===== src/sv/bgcu_pkg.sv =====
// Shared constants for the Burgers Godunov cell update block.
`default_nettype none
package bgcu_pkg;

    localparam int VALUE_BITS_DEF = 16;
    localparam int RATIO_BITS     = 16;
    localparam int RATIO_FRAC     = 14;
    localparam logic [RATIO_BITS-1:0] RATIO_RESET = 16'd8192;

    localparam int PHASE_BITS = 2;
    localparam logic [PHASE_BITS-1:0] PHASE_START = 2'd0;
    localparam logic [PHASE_BITS-1:0] PHASE_ONE   = 2'd1;
    localparam logic [PHASE_BITS-1:0] PHASE_RUN   = 2'd2;

    localparam int STATE_BITS = 2;
    localparam logic [STATE_BITS-1:0] ST_IDLE = 2'd0;
    localparam logic [STATE_BITS-1:0] ST_SQ   = 2'd1;
    localparam logic [STATE_BITS-1:0] ST_DIFF = 2'd2;
    localparam logic [STATE_BITS-1:0] ST_OUT  = 2'd3;

endpackage
`default_nettype wire


===== src/sv/burgers_godunov_cell_update.sv =====
// Top level: one Godunov time step of 1D Burgers, one shared multiplier under a sequencer.
// Boundary cell (start of row, or row end before two cells): no result.
// Second cell of a row: states SQ and DIFF (square, flux store), no result.
// Interior cell: states SQ, DIFF and OUT, result in the output register when OUT finds it free;
// the multiplier takes the square, then the flux difference times the step ratio.
// Reset (synchronous, active low) clears state, row phase, peak and ratio (0.5).
`default_nettype none
module burgers_godunov_cell_update
    import bgcu_pkg::*;
#(
    parameter int VALUE_BITS = VALUE_BITS_DEF
) (
    input  wire                                     i_clk,
    input  wire                                     i_rst_n,
    input  wire                                     i_cfg_wr_en,
    input  wire  [RATIO_BITS-1:0]                   i_cfg_wr_data,
    input  wire                                     i_s_tvalid,
    output logic                                    o_s_tready,
    // cell_value [VALUE_BITS-1:0], zero padding above
    input  wire  [((VALUE_BITS+7)/8)*8-1:0]         i_s_tdata,
    input  wire                                     i_s_tlast,
    output logic                                    o_m_tvalid,
    input  wire                                     i_m_tready,
    // updated_value [VALUE_BITS-1:0], row_peak [2*VALUE_BITS-2:VALUE_BITS], zero padding above
    output logic [((2*VALUE_BITS+6)/8)*8-1:0]       o_m_tdata,
    output logic                                    o_m_tlast
);

    localparam int VB    = VALUE_BITS;
    localparam int PB    = VB - 1;
    localparam int FB    = VB + 2;
    localparam int MW    = (VB + 3 > RATIO_BITS + 1) ? VB + 3 : RATIO_BITS + 1;
    localparam int PW    = 2 * MW;
    localparam int SHIFT = VB - 3;
    localparam int OW    = ((2*VALUE_BITS+6)/8)*8;
    localparam logic signed [PW-1:0] SAT_MAX = {{(PW-PB){1'b0}}, {PB{1'b1}}};
    localparam logic signed [PW-1:0] SAT_MIN = ~SAT_MAX;
    localparam logic signed [PW-1:0] HALF    = PW'(1) <<< (RATIO_FRAC - 1);

    logic [RATIO_BITS-1:0]   r_ratio;
    logic [STATE_BITS-1:0]   r_state, n_state;
    logic [PHASE_BITS-1:0]   r_phase;
    logic signed [VB-1:0]    r_held;
    logic [FB-1:0]           r_hflux;
    logic [PB-1:0]           r_peak;
    logic signed [VB-1:0]    r_v;
    logic                    r_last;
    logic [PB-1:0]           r_peak_res;
    logic signed [PW-1:0]    r_prod;
    logic [FB-1:0]           r_fr;
    logic                    r_out_valid;
    logic signed [VB-1:0]    r_out_value;
    logic                    r_out_last;
    logic [PB-1:0]           r_out_peak;

    logic                    accept;
    logic signed [VB-1:0]    in_v;
    logic [PB-1:0]           peak_base;
    logic [PB-1:0]           peak_new;
    logic signed [VB:0]      pair_sum;
    logic signed [VB-1:0]    u;
    logic signed [VB:0]      u_abs;
    logic [VB-1:0]           mag;
    logic [FB-1:0]           fr;
    logic signed [FB:0]      diff;
    logic signed [MW-1:0]    mul_a, mul_b;
    logic signed [PW-1:0]    corr;
    logic signed [PW-1:0]    nv_full;
    logic signed [VB-1:0]    nv;
    logic                    out_free;

    assign o_s_tready = (r_state == ST_IDLE);
    assign accept     = i_s_tvalid && o_s_tready;
    assign in_v       = i_s_tdata[VB-1:0];
    assign out_free   = !r_out_valid || i_m_tready;

    // running peak, floored at zero
    always_comb begin
        peak_base = (r_phase == PHASE_ONE || r_phase == PHASE_RUN) ? r_peak : '0;
        if ($signed({in_v[VB-1], in_v}) > $signed({2'b00, peak_base})) begin
            peak_new = in_v[PB-1:0];
        end else begin
            peak_new = peak_base;
        end
    end

    // exact Riemann state at the interface between held cell and new cell
    always_comb begin
        pair_sum = {r_held[VB-1], r_held} + {r_v[VB-1], r_v};
        if (r_held > r_v) begin
            u = (pair_sum > 0) ? r_held : r_v;
        end else if (r_held > 0) begin
            u = r_held;
        end else if (r_v < 0) begin
            u = r_v;
        end else begin
            u = '0;
        end
        u_abs = (u < 0) ? -{u[VB-1], u} : {u[VB-1], u};
        mag   = u_abs[VB-1:0];
    end

    assign fr   = r_prod[SHIFT +: FB];
    assign diff = $signed({1'b0, fr}) - $signed({1'b0, r_hflux});

    // shared multiplier operand select
    always_comb begin
        case (r_state)
            ST_SQ: begin
                mul_a = $signed({{(MW-VB){1'b0}}, mag});
                mul_b = $signed({{(MW-VB){1'b0}}, mag});
            end
            ST_DIFF: begin
                mul_a = MW'(diff);
                mul_b = $signed({{(MW-RATIO_BITS){1'b0}}, r_ratio});
            end
            default: begin
                mul_a = '0;
                mul_b = '0;
            end
        endcase
    end

    // round half up, then saturate
    always_comb begin
        corr    = (r_prod + HALF) >>> RATIO_FRAC;
        nv_full = {{(PW-VB){r_held[VB-1]}}, r_held} - corr;
        if (nv_full > SAT_MAX) begin
            nv = SAT_MAX[VB-1:0];
        end else if (nv_full < SAT_MIN) begin
            nv = SAT_MIN[VB-1:0];
        end else begin
            nv = nv_full[VB-1:0];
        end
    end

    always_comb begin
        n_state = r_state;
        case (r_state)
            ST_IDLE: begin
                if (accept && (r_phase == PHASE_RUN || (r_phase == PHASE_ONE && !i_s_tlast))) begin
                    n_state = ST_SQ;
                end
            end
            ST_SQ:   n_state = ST_DIFF;
            ST_DIFF: n_state = (r_phase == PHASE_RUN) ? ST_OUT : ST_IDLE;
            ST_OUT: begin
                if (out_free) begin
                    n_state = ST_IDLE;
                end
            end
            default: n_state = ST_IDLE;
        endcase
    end

    always_ff @(posedge i_clk) begin
        if (!i_rst_n) begin
            r_ratio     <= RATIO_RESET;
            r_state     <= ST_IDLE;
            r_phase     <= PHASE_START;
            r_held      <= '0;
            r_hflux     <= '0;
            r_peak      <= '0;
            r_out_valid <= 1'b0;
        end else begin
            r_state <= n_state;
            if (i_cfg_wr_en) begin
                r_ratio <= i_cfg_wr_data;
            end
            if (r_state == ST_OUT && out_free) begin
                r_out_valid <= 1'b1;
            end else if (o_m_tvalid && i_m_tready) begin
                r_out_valid <= 1'b0;
            end
            case (r_state)
                ST_IDLE: begin
                    if (accept) begin
                        r_v        <= in_v;
                        r_last     <= i_s_tlast;
                        r_peak_res <= i_s_tlast ? peak_new : '0;
                        r_peak     <= i_s_tlast ? '0 : peak_new;
                        if (r_phase == PHASE_ONE && i_s_tlast) begin
                            r_phase <= PHASE_START;
                            r_held  <= '0;
                            r_hflux <= '0;
                        end else if (r_phase != PHASE_ONE && r_phase != PHASE_RUN) begin
                            // start of row: take the left boundary cell
                            r_hflux <= '0;
                            r_held  <= i_s_tlast ? '0 : in_v;
                            r_phase <= i_s_tlast ? PHASE_START : PHASE_ONE;
                        end
                    end
                end
                ST_SQ: begin
                    r_prod <= mul_a * mul_b;
                end
                ST_DIFF: begin
                    r_prod <= mul_a * mul_b;
                    r_fr   <= fr;
                    if (r_phase != PHASE_RUN) begin
                        r_hflux <= fr;
                        r_held  <= r_v;
                        r_phase <= PHASE_RUN;
                    end
                end
                ST_OUT: begin
                    if (out_free) begin
                        r_out_value <= nv;
                        r_out_last  <= r_last;
                        r_out_peak  <= r_peak_res;
                        if (r_last) begin
                            r_phase <= PHASE_START;
                            r_held  <= '0;
                            r_hflux <= '0;
                        end else begin
                            r_held  <= r_v;
                            r_hflux <= r_fr;
                        end
                    end
                end
                default: begin
                    r_phase <= PHASE_START;
                end
            endcase
        end
    end

    assign o_m_tvalid = r_out_valid;
    assign o_m_tlast  = r_out_last;
    assign o_m_tdata  = {{(OW-VB-PB){1'b0}}, r_out_peak, r_out_value};

endmodule
`default_nettype wire


===== config.mk =====
export PLATFORM = sky130hd
export DESIGN_NAME = burgers_godunov_cell_update
export DESIGN_NICKNAME = d
export VERILOG_FILES = /design/src/sv/bgcu_pkg.sv /design/src/sv/burgers_godunov_cell_update.sv
export SDC_FILE = /design/constraint.sdc
export NUM_CORES = 1
export LEC_CHECK = 0
export BUFFER_PORTS_ARGS = -buffer_cell sky130_fd_sc_hd__buf_2
export CAP_MARGIN = 20
export CORE_ASPECT_RATIO = 1.2
export CORE_MARGIN = 4
export CORE_UTILIZATION = 25
export CTS_CLUSTER_DIAMETER = 50
export DETAILED_ROUTE_END_ITERATION = 10
export SYNTH_ARGS = -nofsm -noshare
export SYNTH_HDL_FRONTEND = slang
export SYNTH_SLANG_ARGS = --single-unit
export TNS_END_PERCENT = 1

===== constraint.sdc =====
create_clock -name i_clk -period 20.5 [get_ports i_clk]
set_clock_uncertainty 0.2 [all_clocks]
set_input_delay 4.1 -clock i_clk [delete_from_list [all_inputs] [get_ports i_clk]]
set_output_delay 4.1 -clock i_clk [all_outputs]
set_load 0.005 [all_outputs]

Word-level counts from Yosys, hierarchy flattened

Index checks and enable logic that the tools add are counted.

Register bits after elaboration: 190
Input bits: 38
Output and inout port bits: 35

Add/sub/neg operators: 5
$mul: 1
Order comparisons: 8
Equal/unequal tests: 13
Mux-type cells: 40
Reductions and logical operators: 24

Operators by type and width:

| operator                                                      | number |
|---|---|
| two-way mux 16 bit                                            | 13 |
| two-way mux 18 bit                                            | 6 |
| case mux 18 bit (3 select lines)                              | 1 |
| case mux 16 bit (3 select lines)                              | 1 |
| two-way mux 15 bit                                            | 3 |
| adder 38 x 15 -> 38 bit (second input constant)               | 1 |
| case mux 19 bit (2 select lines)                              | 1 |
| multiplier 19 x 17 -> 36 bit                                  | 1 |
| > comparator 16 bit                                           | 2 |
| less-than comparator 16 x 1 -> 1 bit (second input constant)  | 2 |
| case mux 16 bit (2 select lines)                              | 1 |
| > comparator 25 x 16 -> 1 bit (second input constant)         | 1 |
| less-than comparator 25 x 16 -> 1 bit (second input constant) | 1 |
| subtractor 16 x 24 -> 25 bit                                  | 1 |
| subtractor 18 x 18 -> 19 bit                                  | 1 |
| two-way mux 2 bit                                             | 9 |
| adder 16 x 16 -> 17 bit                                       | 1 |
| > comparator 17 x 1 -> 1 bit (second input constant)          | 1 |
| > comparator 16 x 1 -> 1 bit (second input constant)          | 1 |
| negator 16 bit                                                | 1 |
| != test 2 bit (second input constant)                         | 4 |
| case mux 2 bit (4 select lines)                               | 1 |
| AND reduction 2 bit                                           | 4 |
| logical AND 1 bit                                             | 7 |
| other kinds (15)                                              | 26 |

Logic depth before layout (Yosys ltp)

Depth in word-level cells: 8
Depth in mapped cells: 46
Depth with buffers taken out: 42

Worst setup path before layout

OpenSTA, ideal clock, no wires.

Path type: register to register
Start: reg r_v[0]
End: reg r_prod[36], data pin
Library setup time: 260 ps
Arrival time: 10,993 ps
Slack: 9,047 ps
Stages on the path, launching flop included: 43
Buffers on the path: 3
Clock period less this slack: 11,453 ps
Path through: edfxtp_1 > ha_1 > fa_1 > nand2b_1 > a221oi_1 > nand3_1 > nor4_1 > nand4_1 > nor4b_4 > a21oi_1 > buf_2 > buf_2 > a22oi_1 > ha_1 > inv_1 > a2111o_1 > or3_4 > nor3_4 > [7 not listed] > fa_1 > fa_1 > inv_1 > fa_1 > inv_1 > ha_1 > a21o_1 > a21o_1 > a221o_1 > a22o_1 > a311o_1 > a31o_2 > a31o_2 > o41a_1 > a21oi_1 > o21bai_1 > a21oi_1 > xnor2_1

Word-level cells in the longest chain between the ends: 8
Elaborated cells between the ends (all ways): 14
Those cells by class: add/sub: 2; mul: 1; order compare: 4; mux: 7

Ends and longest elaborated chain:

| item                                                                                 | line                                                                   | RTL |
|---|---|---|
| start: declaration                                                                   | burgers_godunov_cell_update.sv:46                                      | `logic signed [VB-1:0] r_v;` |
| start signal: assignment                                                             | burgers_godunov_cell_update.sv:178                                     | `r_v <= in_v;` |
| adder 16 x 16 -> 17 bit or less-than comparator 16 x 1 -> 1 bit (tied branches)      | burgers_godunov_cell_update.sv:89, burgers_godunov_cell_update.sv:94   |  |
| > comparator 17 x 1 -> 1 bit or two-way mux 16 bit (tied branches)                   | burgers_godunov_cell_update.sv:91, burgers_godunov_cell_update.sv:94   |  |
| two-way mux 16 bit, on equally long branches                                         | burgers_godunov_cell_update.sv:91, burgers_godunov_cell_update.sv:92   |  |
| two-way mux 16 bit (*)                                                               | burgers_godunov_cell_update.sv:90                                      | `if (r_held > r_v) begin` |
| negator 16 bit or less-than comparator 16 x 1 -> 1 bit (tied branches)               | burgers_godunov_cell_update.sv:99                                      | `u_abs = (u < 0) ? -{u[VB-1], u} : {u[VB-1], u};` |
| two-way mux 16 bit (*)                                                               | burgers_godunov_cell_update.sv:99                                      |  |
| case mux 19 bit (2 select lines) or case mux 16 bit (2 select lines) (tied branches) | burgers_godunov_cell_update.sv:108                                     | `case (r_state)` |
| multiplier 19 x 17 -> 36 bit (*)                                                     | burgers_godunov_cell_update.sv:195, burgers_godunov_cell_update.sv:198 |  |
| end signal: assignment                                                               | burgers_godunov_cell_update.sv:195                                     | `r_prod <= mul_a * mul_b;` |
| end signal: assignment                                                               | burgers_godunov_cell_update.sv:198                                     | `r_prod <= mul_a * mul_b;` |
| end: declaration                                                                     | burgers_godunov_cell_update.sv:49                                      | `logic signed [PW-1:0] r_prod;` |

Every way passes the cells marked *; elsewhere a longest branch is shown, timed or not.
A chain may end at the register's enable or synchronous reset.

Worst setup path in the final report

Start: reg r_held[1]
End: reg r_prod[36], data pin

Word-level cells in the longest chain between the ends: 8
Elaborated cells between the ends (all ways): 13
Those cells by class: add/sub: 2; mul: 1; order compare: 4; mux: 6

Ends and longest elaborated chain:

| item                                                                                 | line                                                                   | RTL |
|---|---|---|
| start: declaration                                                                   | burgers_godunov_cell_update.sv:43                                      | `logic signed [VB-1:0] r_held;` |
| start signal: assignment                                                             | burgers_godunov_cell_update.sv:189                                     | `r_held <= i_s_tlast ? '0 : in_v;` |
| start signal: assignment                                                             | burgers_godunov_cell_update.sv:202                                     | `r_held <= r_v;` |
| start signal: assignment                                                             | burgers_godunov_cell_update.sv:216                                     | `r_held <= r_v;` |
| adder 16 x 16 -> 17 bit                                                              | burgers_godunov_cell_update.sv:89                                      | `pair_sum = {r_held[VB-1], r_held} + {r_v[VB-1], r_v};` |
| > comparator 17 x 1 -> 1 bit                                                         | burgers_godunov_cell_update.sv:91                                      | `u = (pair_sum > 0) ? r_held : r_v;` |
| two-way mux 16 bit                                                                   | burgers_godunov_cell_update.sv:91                                      |  |
| two-way mux 16 bit (*)                                                               | burgers_godunov_cell_update.sv:90                                      |  |
| negator 16 bit or less-than comparator 16 x 1 -> 1 bit (tied branches)               | burgers_godunov_cell_update.sv:99                                      |  |
| two-way mux 16 bit (*)                                                               | burgers_godunov_cell_update.sv:99                                      |  |
| case mux 19 bit (2 select lines) or case mux 16 bit (2 select lines) (tied branches) | burgers_godunov_cell_update.sv:108                                     |  |
| multiplier 19 x 17 -> 36 bit (*)                                                     | burgers_godunov_cell_update.sv:195, burgers_godunov_cell_update.sv:198 |  |

Marks and branches as above.

==> results.yml <==
floorplanning:
  start_util_pct: 25.3
  core-area_um2: 91000
  floorplan.io_pins: 73
  fp-row-count: 121
  die_area_um2: 97000
  fp.dieH_um: 340
  die_x_um: 285
cts:
  cts_sinks: 175
  htree_levels: 4
  hold_buffers: 0
  cts_tree: "yes"
  numCtsBuffers: 17
  post-cts-setup-buffers: 0
  clock_latency_ps: 480
  cts_root_buf: "clkbuf_16"
  cts_resized: 0
  clk_pin_slew_ps: 80
  cts_buffer_depth: 2
timing:
  period_needed_ps: 12590
  drv_slew: 0
  timing.slew.headroom_pct: 32.7
  worst_pin_slew_ps: 1010
  setup_viol: 0
  holdWs_ps: 219
  hold_viol: 0
  rsz0062_at_grt: "no"
  max_freq_mhz: 79.4
  tns_ps: 0
  timing.final.crit_share_pct: 61.4
synthesis:
  postSynthAreaPerCell_um2: 9.30
  postSynthCellCount: 2474
  synth.area.top_cells: "fa_1 27%, edfxtp_1 14%, ha_1 10%"
  ys.flop_type: "edfxtp_1"
  yosys.area.top_type: "fa_1"
  synth_cell_types: 98
  ys_seq_area_share_pct: 19.8
  syn_area_um2: 23000
  ys_warn_count: 0
  async_reset_ff_share_pct: 0
  yosysTopAreaCellShare_pct: 26.8
  syn_nets: 3006
  synth_edf_count: 105
  yosys_register_bits: 175
finish:
  final_cell_mix: "424 x inv_1, 308 x fa_1, 193 x nand2_1"
  antenna_cells: 0
  layout_commonest_cell: "inv_1"
  n_fill_cell: 9624
  area_growth_pct: 10.2
  drive_gt1_share_pct: 7.62
  fin_util_pct: 27.9
  final_nets: 3026
flow_run:
  maxCapViolCount: 0
power_and_ir_drop:
  comb_power_share_pct: 52.6
  switching_share_pct: 46.1
  p_seq_share_pct: 27.8
  vdd_ir_drop_max_uv: 67.3
  p_int_w: 0.000945
  powerDensity_nw_per_um2: 69.1
  p_sw_w: 0.000807
  p_leak_nw: 11.3
  clkPwrFrac_pct: 19.6
worst_setup_path:
  slowest_stage: "a22oi_1"
  max_stage_delay_ps: 770
  worst_ep_required_time_ps: 20510
  crit_arrival_ps: 12600
  rrSetupSlack_ps: 7910
  critPathKind: "flop to flop"
  endpoint: "r_prod[36]"
  crit_fanout: 28
  r2r-start: "r_held[1]"
  reg2reg_to: "r_prod[36]"
  critPathCaptureType: "flop"
  start_kind: "flop"
  rr_worst_depth: 40
  startpoint: "r_held[1]"
route:
  route.met3.wl_um: 3530
  num_vias: 17800
  wl_per_cell_um: 17.9
  wl_met1_um: 27600
  topRoutingLayerUsed: "met4"
  via_per_inst: 4.76
  wl_met2_um: 33200
  drc: 0
  totalWireLength_um: 67000
  drtPass1Iterations: 5
  ant_nets: 0
  first_iter_violations: 1174
placed_design:
  place_hpwl_um: 53300
  port_buffers: 71
  place.gp.congestion: 0.899
global_route:
  grt_pass1_vias: 18500
  grt_pass1_wl_um: 106000
  antenna_found_initial: 0
  grt_max_degree: 70
  grt_overflow: 0
  track_usage_pct: 13.9
worst_hold_path:
  holdPathStages: 0
  min_path_type: "flop to flop"
outcome:
  status: "finished, final reports clean"
-- power by group through the flow --
stage	Combinational, W	Sequential, W	Clock, W
floorplan	0.000680	0.000468	0
global placement	0.000906	0.000493	0
detailed placement	0.000902	0.000495	0
CTS	0.000909	0.000488	0.000350
global route	0.00101	0.000493	0.000365
finish	0.000921	0.000487	0.000344
-- routing by layer --
layer / vias to the layer above / GRT usage, %
met5: - / 0
met4: 0 / 5.14
met3: 124 / 2.22
met2: 554 / 24.3
met1: 8873 / 17.2
li1: 8234 / -
-- registers in the layout (all words and copies together) (netlist names), 16 cells and up --
register and cells:
r_fr 18, r_held 16, r_hflux 18, r_out_value 16, r_prod 23, r_ratio 16, r_v 16
-- synth_stat cells (6+ instances only) --
cell type    n
nand2b_1    44
o211ai_1     6
inv_1      424
a21o_1      38
nand2_1    193
and2_1      44
xnor2_1     47
clkbuf_1    53
a31oi_1      8
buf_4       10
nand3_1     32
fa_1       308
nor3_1      32
or2_2        8
a22o_1      30
a22oi_1     49
or3_1       11
mux2i_1     41
a21oi_1    107
o21ai_0     54
a221oi_1     8
nor2_1     155
a211oi_1    47
dfxtp_1     70
edfxtp_1   105
nor2b_1     68
ha_1       186
nand4_1     16
o21a_1      14
and3_1      11
nor4_1       7
xor2_1      47
buf_2       37
o21ai_1     42
-- cell families (layout without fill, tap and decap cells) --
| kind of cell | after synthesis | after routing | share of synthesized area (%) |
|---|---|---|---|
| simple gates | 650 | 650 | 14.0 |
| compound gates | 486 | 486 | 14.7 |
| xor+xnor | 94 | 94 | 3.58 |
| buf+inv | 528 | 561 | 8.98 |
| flops | 175 | 175 | 19.8 |
| mux | 46 | 46 | 2.03 |
| other cells | 1 | 1 | 0.0163 |
| fa+ha+maj | 494 | 494 | 36.9 |
-- worst max-delay path, delay by kind of cell, from the launching register on --
kind	cells	cell delay, ps
AOI/OAI and AO/OA	19	5740
xor gates and xnor gates	2	280
adders and majority gates	9	3820
buffers and inverters	6	590
DFF	1	620
muxes	1	170
and+or+nand+nor	3	880
-- per-stage QoR --
| stage | power (W) | instance area, um2 | std cells | worst slack (ps) |
|---|---|---|---|---|
| 2_1_floorplan | 0.00115 | 23000 | 2474 | 9050 |
| 3_3_place_gp | 0.00140 | 24700 | 3702 | 8020 |
| 3_5_place_dp | 0.00140 | 24700 | 3703 | 8010 |
| 4_1_cts | 0.00175 | 25300 | 3735 | 7990 |
| 5_1_grt | 0.00187 | 25400 | 3737 | 7240 |
| 6_report | 0.00175 | 25400 | 3737 | 7910 |
-- worst min path at each step --
| stage | start | endpoint | slack, ps |
|---|---|---|---|
| floorplan | r_peak_res[0] | r_out_peak[0] | 200 |
| global placement | r_peak_res[4] | r_out_peak[4] | 200 |
| detailed placement | r_peak_res[4] | r_out_peak[4] | 200 |
| CTS | r_peak_res[6] | r_out_peak[6] | 220 |
| global route | r_peak_res[4] | r_out_peak[4] | 230 |
| finish | r_peak_res[4] | r_out_peak[4] | 220 |
-- cell type report --
cell class | instances | area, um2 | area share [%]
multi-input combinational | 1771 | 16400 | 64.8
inverter | 425 | 1600 | 6.29
clock inverter | 12 | 136 | 0.537
sequential | 175 | 4550 | 17.9
clock buffer | 20 | 468 | 1.84
timing repair buffer | 104 | 633 | 2.50
tap | 1230 | 1540 | 6.07
No activity file was read; power rests on OpenSTA's default activity.
